<file path="src/design/rsaped_pkg.sv">
package rsaped_pkg;

    localparam int WORD_BITS = 64;
    localparam int HALF_BITS = 32;
    localparam int CNT_BITS  = $clog2(WORD_BITS);
    localparam logic [CNT_BITS-1:0] CNT_LAST = CNT_BITS'(WORD_BITS - 1);

    // Commands from the controller to the datapath
    typedef struct packed {
        logic load;         // capture a new request
        logic mul_n;        // modulus product
        logic mul_t;        // totient product
        logic div_ld_mod;   // divide exponent by totient
        logic div_ld_loop;  // divide r0 by r1
        logic div_ld_norm;  // divide m0 by totient
        logic div_step;     // one restoring division step
        logic red_upd;      // seed the Euclid pairs
        logic euc_upd;      // advance the Euclid pairs
        logic finish;       // form the result
    } dp_cmd_t;

    // Status from the datapath to the controller
    typedef struct packed {
        logic t_zero;
        logic r1_zero;
        logic div_last;
    } dp_stat_t;

endpackage

</file>
<file path="src/design/rsaped_ctrl.sv">
module rsaped_ctrl (
    input  logic                 clk,
    input  logic                 rst_n,
    input  logic                 start,
    input  rsaped_pkg::dp_stat_t stat,
    output rsaped_pkg::dp_cmd_t  cmd,
    output logic                 busy,
    output logic                 done
);

    typedef enum logic [10:0] {
        S_IDLE     = 11'b000_0000_0001,
        S_MUL_N    = 11'b000_0000_0010,
        S_MUL_T    = 11'b000_0000_0100,
        S_CHECK    = 11'b000_0000_1000,
        S_DIV_MOD  = 11'b000_0001_0000,
        S_RED      = 11'b000_0010_0000,
        S_LOOP_CHK = 11'b000_0100_0000,
        S_DIV_LOOP = 11'b000_1000_0000,
        S_EUC_UPD  = 11'b001_0000_0000,
        S_DIV_NORM = 11'b010_0000_0000,
        S_DONE     = 11'b100_0000_0000
    } state_t;

    state_t state_reg, state_next;
    logic   done_reg, done_next;

    always_comb
    begin
        state_next = state_reg;
        cmd        = '0;
        case (state_reg)
            S_IDLE:
            begin
                if (start)
                begin
                    cmd.load   = 1'b1;
                    state_next = S_MUL_N;
                end
            end
            S_MUL_N:
            begin
                cmd.mul_n  = 1'b1;
                state_next = S_MUL_T;
            end
            S_MUL_T:
            begin
                cmd.mul_t  = 1'b1;
                state_next = S_CHECK;
            end
            S_CHECK:
            begin
                if (stat.t_zero)
                begin
                    state_next = S_DONE;
                end
                else
                begin
                    cmd.div_ld_mod = 1'b1;
                    state_next     = S_DIV_MOD;
                end
            end
            S_DIV_MOD:
            begin
                cmd.div_step = 1'b1;
                if (stat.div_last)
                begin
                    state_next = S_RED;
                end
            end
            S_RED:
            begin
                cmd.red_upd = 1'b1;
                state_next  = S_LOOP_CHK;
            end
            S_LOOP_CHK:
            begin
                if (stat.r1_zero)
                begin
                    cmd.div_ld_norm = 1'b1;
                    state_next      = S_DIV_NORM;
                end
                else
                begin
                    cmd.div_ld_loop = 1'b1;
                    state_next      = S_DIV_LOOP;
                end
            end
            S_DIV_LOOP:
            begin
                cmd.div_step = 1'b1;
                if (stat.div_last)
                begin
                    state_next = S_EUC_UPD;
                end
            end
            S_EUC_UPD:
            begin
                cmd.euc_upd = 1'b1;
                state_next  = S_LOOP_CHK;
            end
            S_DIV_NORM:
            begin
                cmd.div_step = 1'b1;
                if (stat.div_last)
                begin
                    state_next = S_DONE;
                end
            end
            S_DONE:
            begin
                cmd.finish = 1'b1;
                state_next = S_IDLE;
            end
            default:
            begin
                state_next = S_IDLE;
            end
        endcase
    end

    assign done_next = (state_reg == S_DONE);

    always_ff @(posedge clk or negedge rst_n)
    begin
        if (!rst_n)
        begin
            state_reg <= S_IDLE;
            done_reg  <= 1'b0;
        end
        else
        begin
            state_reg <= state_next;
            done_reg  <= done_next;
        end
    end

    assign busy = (state_reg != S_IDLE);
    assign done = done_reg;

endmodule

</file>
<file path="src/design/rsaped_datapath.sv">
module rsaped_datapath (
    input  logic                                  clk,
    input  rsaped_pkg::dp_cmd_t                   cmd,
    input  logic [rsaped_pkg::HALF_BITS-1:0]      prime_p,
    input  logic [rsaped_pkg::HALF_BITS-1:0]      prime_q,
    input  logic [rsaped_pkg::WORD_BITS-1:0]      exponent,
    output rsaped_pkg::dp_stat_t                  stat,
    output logic [rsaped_pkg::WORD_BITS-1:0]      modulus,
    output logic [rsaped_pkg::WORD_BITS-1:0]      totient,
    output logic                                  coprime,
    output logic [rsaped_pkg::WORD_BITS-1:0]      inverse
);

    localparam int W = rsaped_pkg::WORD_BITS;
    localparam int H = rsaped_pkg::HALF_BITS;

    logic [H-1:0] p_reg, q_reg;
    logic [W-1:0] e_reg, n_reg, t_reg;
    logic [W-1:0] r0_reg, r1_reg, m0_reg, m1_reg;
    logic         par_reg;
    logic [W-1:0] rem_reg, quo_reg, dvs_reg, acc_reg;
    logic [rsaped_pkg::CNT_BITS-1:0] cnt_reg;
    logic [W-1:0] mod_out_reg, tot_out_reg, inv_out_reg;
    logic         cop_out_reg;

    logic [H-1:0] pm, qm, mul_a, mul_b;
    logic [W-1:0] product;
    logic [W:0]   shifted, diff;
    logic         ge;
    logic         cop_next;
    logic [W-1:0] inv_next;

    // Saturate p-1 and q-1 at zero
    assign pm = (p_reg == '0) ? '0 : p_reg - H'(1);
    assign qm = (q_reg == '0) ? '0 : q_reg - H'(1);

    assign mul_a   = cmd.mul_t ? pm : p_reg;
    assign mul_b   = cmd.mul_t ? qm : q_reg;
    assign product = W'(mul_a) * W'(mul_b);

    // Restoring division step; quotient bits also drive a Horner
    // accumulation of quotient times m1.
    assign shifted = {rem_reg, quo_reg[W-1]};
    assign diff    = shifted - {1'b0, dvs_reg};
    assign ge      = !diff[W];

    assign cop_next = (t_reg != '0) && (r0_reg == W'(1));

    always_comb
    begin
        if (!cop_next)
        begin
            inv_next = '0;
        end
        else if (par_reg)
        begin
            inv_next = rem_reg;
        end
        else if (rem_reg == '0)
        begin
            inv_next = '0;
        end
        else
        begin
            inv_next = t_reg - rem_reg;
        end
    end

    always_ff @(posedge clk)
    begin
        if (cmd.load)
        begin
            p_reg <= prime_p;
            q_reg <= prime_q;
            e_reg <= exponent;
        end
        if (cmd.mul_n)
        begin
            n_reg <= product;
        end
        if (cmd.mul_t)
        begin
            t_reg <= product;
        end

        if (cmd.div_ld_mod || cmd.div_ld_loop || cmd.div_ld_norm)
        begin
            rem_reg <= '0;
            acc_reg <= '0;
            cnt_reg <= '0;
        end
        if (cmd.div_ld_mod)
        begin
            quo_reg <= e_reg;
            dvs_reg <= t_reg;
        end
        if (cmd.div_ld_loop)
        begin
            quo_reg <= r0_reg;
            dvs_reg <= r1_reg;
        end
        if (cmd.div_ld_norm)
        begin
            quo_reg <= m0_reg;
            dvs_reg <= t_reg;
        end
        if (cmd.div_step)
        begin
            rem_reg <= ge ? diff[W-1:0] : shifted[W-1:0];
            quo_reg <= {quo_reg[W-2:0], ge};
            acc_reg <= {acc_reg[W-2:0], 1'b0} + (ge ? m1_reg : '0);
            cnt_reg <= cnt_reg + rsaped_pkg::CNT_BITS'(1);
        end

        if (cmd.red_upd)
        begin
            r0_reg  <= t_reg;
            r1_reg  <= rem_reg;
            m0_reg  <= '0;
            m1_reg  <= W'(1);
            par_reg <= 1'b0;
        end
        if (cmd.euc_upd)
        begin
            r0_reg  <= r1_reg;
            r1_reg  <= rem_reg;
            m0_reg  <= m1_reg;
            m1_reg  <= m0_reg + acc_reg;
            par_reg <= !par_reg;
        end

        if (cmd.finish)
        begin
            mod_out_reg <= n_reg;
            tot_out_reg <= t_reg;
            cop_out_reg <= cop_next;
            inv_out_reg <= inv_next;
        end
    end

    assign stat.t_zero   = (t_reg == '0);
    assign stat.r1_zero  = (r1_reg == '0);
    assign stat.div_last = (cnt_reg == rsaped_pkg::CNT_LAST);

    assign modulus = mod_out_reg;
    assign totient = tot_out_reg;
    assign coprime = cop_out_reg;
    assign inverse = inv_out_reg;

endmodule

</file>
<file path="src/design/rsa_private_exponent_derivation_top.sv">
// RSA key derivation: a request carries primes p and q and a public exponent e; the
// block returns n = p*q, the totient (p-1)(q-1), a coprime flag for gcd(e, totient) = 1
// and the private exponent d = e^-1 mod totient (0 when not coprime). Raise start while
// busy is low to issue a request; busy stays high until the cycle in which the result
// is out. The result appears for exactly one cycle with done high and the receiver
// cannot stall it, so capture it then; the result ports hold their value until the next
// result. A request passes through the two products and the totient check, then the
// reduction of e, one division per Euclid round (up to about 93 rounds for 64-bit
// words) and the final normalization before the result cycle; the divisions share the
// single bit-serial restoring divider, which also accumulates the coefficient product.
// A zero totient skips the divider.
module rsa_private_exponent_derivation_top (
    input  logic                             clk,
    input  logic                             rst_n,
    input  logic                             start,
    output logic                             busy,
    input  logic [rsaped_pkg::HALF_BITS-1:0] prime_p,
    input  logic [rsaped_pkg::HALF_BITS-1:0] prime_q,
    input  logic [rsaped_pkg::WORD_BITS-1:0] exponent,
    output logic                             done,
    output logic [rsaped_pkg::WORD_BITS-1:0] modulus,
    output logic [rsaped_pkg::WORD_BITS-1:0] totient,
    output logic                             coprime,
    output logic [rsaped_pkg::WORD_BITS-1:0] inverse
);

    rsaped_pkg::dp_cmd_t  cmd;
    rsaped_pkg::dp_stat_t stat;

    // Sequence the products, the divisions and the Euclid updates
    rsaped_ctrl u_ctrl (
        .clk   (clk),
        .rst_n (rst_n),
        .start (start),
        .stat  (stat),
        .cmd   (cmd),
        .busy  (busy),
        .done  (done)
    );

    // Hold the operands, the Euclid pairs, the divider and the result
    rsaped_datapath u_dp (
        .clk      (clk),
        .cmd      (cmd),
        .prime_p  (prime_p),
        .prime_q  (prime_q),
        .exponent (exponent),
        .stat     (stat),
        .modulus  (modulus),
        .totient  (totient),
        .coprime  (coprime),
        .inverse  (inverse)
    );

    // An accepted request keeps the block busy
    a_accept_busy: assert property (@(posedge clk) disable iff (!rst_n)
        start && !busy |=> busy)
        else $error("request accepted but block not busy");

    // Done goes low in the cycle after it is high
    a_done_pulse: assert property (@(posedge clk) disable iff (!rst_n)
        done |=> !done)
        else $error("done held longer than one cycle");

    // A non-coprime result carries a zero inverse
    a_inv_zero: assert property (@(posedge clk) disable iff (!rst_n)
        done && !coprime |-> inverse == '0)
        else $error("inverse nonzero without coprime flag");

    // The inverse lies below the totient
    a_inv_range: assert property (@(posedge clk) disable iff (!rst_n)
        done && coprime |-> (totient != '0) && (inverse < totient))
        else $error("inverse out of range");

endmodule
</file>
<file path="config.mk">
export PLATFORM = sky130hd
export DESIGN_NAME = rsa_private_exponent_derivation_top
export DESIGN_NICKNAME = d
export VERILOG_FILES = /design/src/design/rsaped_pkg.sv /design/src/design/rsaped_ctrl.sv /design/src/design/rsaped_datapath.sv /design/src/design/rsa_private_exponent_derivation_top.sv
export SDC_FILE = /design/constraint.sdc
export NUM_CORES = 2
export LEC_CHECK = 0
export BUFFER_PORTS_ARGS = -buffer_cell sky130_fd_sc_hd__buf_2
export CAP_MARGIN = 20
export CORE_MARGIN = 3
export CORE_UTILIZATION = 62
export DETAILED_ROUTE_END_ITERATION = 8
export GPL_TIMING_DRIVEN = 0
export HOLD_SLACK_MARGIN = 0.12
export PLACE_DENSITY_LB_ADDON = 0.3
export SLEW_MARGIN = 20
export SYNTH_ARGS = -nofsm -noshare
export SYNTH_HDL_FRONTEND = slang
export SYNTH_SLANG_ARGS = --single-unit
</file>
<file path="constraint.sdc">
create_clock -name clk -period 28.5 [get_ports clk]
set_clock_uncertainty 0.15 [all_clocks]
set_input_delay 2.85 -clock clk [delete_from_list [all_inputs] [get_ports clk]]
set_output_delay 2.85 -clock clk [all_outputs]
set_load 0.01 [all_outputs]
</file>
=== After elaboration in Yosys (flattened, before gate mapping) ===
Cells that the tools add are included.

* Register bits after elaboration: 980
* Input bits: 131
* Output and inout bits: 195

* Add/subtract/negate cells: 7
* Multiply operators: 1
* Equality and inequality tests: 18
* Mux-type cells: 50
* Reduce and logical (&&, ||, !) cells: 18

{| class="wikitable"
|+ Operator list
! operator !! count
|-
| $mux 64 || 22
|-
| $logic_not 64->1 || 3
|-
| $add 64x64->64 || 2
|-
| $mux 32 || 4
|-
| $pmux 11 s9 || 1
|-
| $sub 65x64->65 || 1
|-
| $eq 64x1->1 const B || 1
|-
| $logic_not 32->1 || 2
|-
| $mul 32x32->64 || 1
|-
| $reduce_bool 64->1 || 1
|-
| $sub 32x1->32 const B || 2
|-
| $sub 64x64->64 || 1
|-
| $mux 11 || 5
|-
| $mux 1 || 14
|-
| $mux 6 || 2
|-
| $eq 11x1->1 const B || 1
|-
| $eq 11x10->1 const B || 1
|-
| $eq 11x11->1 const B || 1
|-
| $eq 11x2->1 const B || 1
|-
| $eq 11x3->1 const B || 1
|-
| $eq 11x4->1 const B || 1
|-
| $eq 11x5->1 const B || 1
|-
| $eq 11x6->1 const B || 1
|-
| $eq 11x7->1 const B || 1
|-
| other kinds (17) || 23
|}

=== Logic depth before layout (Yosys ltp) ===
* Word-level depth: 7
* Gate-level depth with buffers: 46
* Gate-level depth less buffers: 38

=== Modules after synthesis ===
From an unflattened synthesis, not the netlist that was laid out.

* Cells, all modules: 8637
* Area total of the unflattened synthesis: 86362.8 um2

{| class="wikitable"
|+ Modules (own cells, without submodules)
! module !! times used !! cells an instance !! area each (um2)
|-
| rsaped_datapath || 1 || 8541 || 85529.5
|-
| rsaped_ctrl || 1 || 96 || 833.3
|}

=== Worst setup path before layout ===
Ideal clock, no wire load.

* Path type: register to register
* Start point: register u_ctrl.state_reg[7]
* End point: register u_ctrl.state_reg[8]
* Library setup time: 0.088 ns
* Arrival time: 21.657 ns
* Data required time: 28.262 ns
* Setup slack: 6.604 ns
* Stages on the path, launching flop included: 9
* Clock period less this slack: 21.896 ns
* Cell sequence: dfrtp_1 > clkbuf_1 > or3_1 > nor3_1 > nor3b_1 > nor3_1 > a21o_1 > or3_1 > nor3b_1

* Word-level cells in the longest chain between the ends: 3

{| class="wikitable"
|+ Ends and longest elaborated chain
! element !! RTL line !! text
|-
| start: declaration || rsaped_ctrl.sv:25 || <nowiki>state_t state_reg, state_next;</nowiki>
|-
| start signal: assignment || rsaped_ctrl.sv:133 || <nowiki>state_reg <= state_next;</nowiki>
|-
| $eq 11x6->1, or another cell as far along || rsaped_ctrl.sv:32 || <nowiki>case (state_reg)</nowiki>
|-
| $reduce_or 2->1 (no line) / $ne 2x2->1 (equally long branches) || -- ||
|-
| $pmux 11 s9 / $reduce_and 4->1 (equally long branches) || -- ||
|}

Parallel ways exist; a longest one is shown, timed or not.
A chain may end at the register's enable or synchronous reset.

=== Worst setup path in the final report ===
* Start point: register u_ctrl.state_reg[7]
* End point: register u_dp.t_reg[56], data pin

* Word-level cells in the longest chain between the ends: 4

{| class="wikitable"
|+ Ends and longest elaborated chain
! element !! RTL line !! text
|-
| $eq 11x3->1 (*) || rsaped_ctrl.sv:32 ||
|-
| $mux 1 (*) || rsaped_ctrl.sv:32 ||
|-
| $mux 32 (on tied branches) || rsaped_datapath.sv:37, rsaped_datapath.sv:38 ||
|-
| $mul 32x32->64 (*) || rsaped_datapath.sv:39 || <nowiki>assign product = W'(mul_a) * W'(mul_b);</nowiki>
|-
| named net u_dp.product[56] || rsaped_datapath.sv:27 || <nowiki>logic [W-1:0] product;</nowiki>
|-
| end signal: assignment || rsaped_datapath.sv:83 || <nowiki>t_reg <= product;</nowiki>
|-
| end: declaration || rsaped_datapath.sv:18 || <nowiki>logic [W-1:0] e_reg, n_reg, t_reg;</nowiki>
|}

Mark *: on every way through the listed nets, which the timed path passes. The rest lies on a longest branch.

==> results.toml <==
[critical_path]
critPathArrivalTime_ns = 14.33
reg2reg_depth = 35
path_max_fanout = 25
cp.depth = 35
crit_family = "adder cells"
cp_data_required_time_ns = 28.85
critPathKind = "register to register"
slowest_stage = "clkbuf_1"
slowest_delay_ns = 0.91
cp_common_cell = "fa_1"
cp-end-kind = "register"
critPathLaunchType = "register"
path_buf_inv = 7

[sta]
hold_slack_ns = 0.258
slew_headroom = 0.149
fmax_ghz = 0.0715
rsz0062_at_grt = "false"
drv_slew = 0
setup-tns-final_ns = 0
min_period_ns = 13.98
final-hold-violation-count = 0
finalSetupViolCount = 0
fin_crit_sh = 0.490
worst_pin_slew_ns = 1.28

[routing]
viasPerCell = 6.46
drt-pass1-iter-count = 8
drt-total-wl_mm = 328
route.vias.total = 71900
drcViolationCount = 0
wl_per_cell_um = 29.5
final_antenna_net_count = 0
drt_iter0_markers = 8865

[finish]
ff_latch_area_mm2 = 0.0294
n_fill_cell = 10300
fin_nets = 10800
final_cell_area_mm2 = 0.0943
area_growth_pct = 9.77
multi_input_area_mm2 = 0.0507
drive_above_1_share = 0.0879

[cts]
clock_latency_ns = 0.77
cts_tree = "yes"
clockBufferDepth = 3
post_cts_resized = 0
clock-sinks = 980
htreeDepth = 3
numCtsBuffers = 106
cts-root-buf = "clkbuf_16"
hold_buffers = 0
clk_pin_slew_ns = 0.07
postCtsSetupBuffers = 0

[place]
io_buffers = 325
place_area_mm2 = 0.0906
hpwl_mm = 261
gp_congestion = 1.07

[yosys]
yosysTopAreaCell = "edfxtp_1"
ys_top_cells_by_count = "inv_1, nand2_1, nor2_1, edfxtp_1, fa_1"
synth_cell_type_count = 88
synthCells = 8715
seq_area_frac_synth = 0.342
yosys.area.top_type_share = 0.338
synth-edff-count = 968
ys.flop_type = "edfxtp_1"
netlist_area_mm2 = 0.0859
syn_area_per_cell_um2 = 9.86
ys_warn_count = 0
synth-seq-cells = 980
syn-num-nets = 10300
yosysMostFrequentCell = "inv_1"
ys_async_sr_fraction = 0.0122
synthTopCellsByArea = "edfxtp_1, fa_1, ha_1"

[min_path]
min_path_type = "register to register"
min_path_cells = 0

[die]
initial_core_util = 0.630
ios = 326
core-area_mm2 = 0.136
rows = 135
die_width_um = 378
fp.dieArea_mm2 = 0.143
die_h_um = 378

[job]
max_cap_viol_count = 0

[global_route]
met2_usage = 0.701
grt_pass1_wl_mm = 471
grt_max_degree = 50
grt_util_met3 = 0.135
use_met1 = 0.533
first_global_vias = 72200
grt_antenna_before_repair = 33
gr-total-overflow = 0
grt_usage = 0.458
busiest_layer = "met2"

[status]
status = "finished, final reports clean"
[worst reg2reg max path: cells and delay by family (launching register included)]
family	cells	cell delay [ns]
and+or+nand+nor	9	3.07
xor gates and xnor gates	2	0.50
buffers and inverters	7	2.32
AOI/OAI and AO/OA	8	3.39
DFF	1	0.36
adders and majority gates	9	3.92
[cells in the final DEF (no fill, tap or decap), drive strengths merged, types with 85 or more instances in the layout]
| master | instances |
|---|---|
| a21o | 205 |
| a21oi | 463 |
| and2 | 182 |
| buf | 505 |
| clkbuf | 433 |
| edfxtp | 968 |
| fa | 900 |
| ha | 519 |
| inv | 1142 |
| nand2 | 1111 |
| nor2 | 1009 |
| nor3 | 85 |
| nor4 | 101 |
| o21ai | 256 |
| xnor2 | 209 |
| xor2 | 138 |
[metal layers]
metal,share of wire,wire length [um],vias up
li1,-,-,30100
met1,0.33,109000,34900
met2,0.44,144000,5316
met3,0.12,39500,1580
met4,0.11,34800,34
met5,0.0012,402,-
[final cells by class]
cell class | instances | area share
Antenna cell | 29 | 0.000769
Inverter | 1132 | 0.0451
Buffer | 413 | 0.0181
Sequential cell | 980 | 0.311
Clock inverter | 76 | 0.00881
Multi-Input combinational cell | 6190 | 0.538
Timing Repair Buffer | 402 | 0.0255
Clock buffer | 123 | 0.0290
Tap cell | 1781 | 0.0236
[through the flow]
step	std cells	util	setup WS, ns
6_report	11100	0.691	14.52
5_1_grt	11100	0.691	14.17
3_5_place_dp	10900	0.664	14.94
3_3_place_gp	10800	0.658	-1.58
2_1_floorplan	8715	-	6.60
4_1_cts	11100	0.690	14.90
[kinds of logic (layout without fill, tap and decap cells)]
| family | count (synthesis) | in the layout | share of synthesized area |
|---|---|---|---|
| AO/OA/AOI/OAI | 1379 | 1379 | 0.102 |
| XOR/XNOR | 347 | 347 | 0.0354 |
| adder cells (fa/ha/maj) | 1419 | 1419 | 0.285 |
| buffers and inverters | 1545 | 2146 | 0.0693 |
| flip-flops | 980 | 980 | 0.342 |
| multiplexers | 135 | 135 | 0.0167 |
| other | 0 | 29 | 0 |
| AND/OR/NAND/NOR | 2910 | 2910 | 0.150 |
[final timing paths]
path	start	to	slack (ns)
max reg2reg	u_ctrl.state_reg[7]	u_dp.t_reg[56]	14.52
max in group asynchronous	rst_n	u_ctrl.state_reg[0]	26.10
min reg2reg	u_dp.n_reg[10]	u_dp.modulus[10]	0.26
max	u_ctrl.state_reg[7]	u_dp.t_reg[56]	14.52
min in group asynchronous	rst_n	u_ctrl.state_reg[2]	1.82
min	u_dp.n_reg[10]	u_dp.modulus[10]	0.26
Power is not shown: default switching activity piles up to over one toggle a cycle in this logic, so the estimate is an artifact.
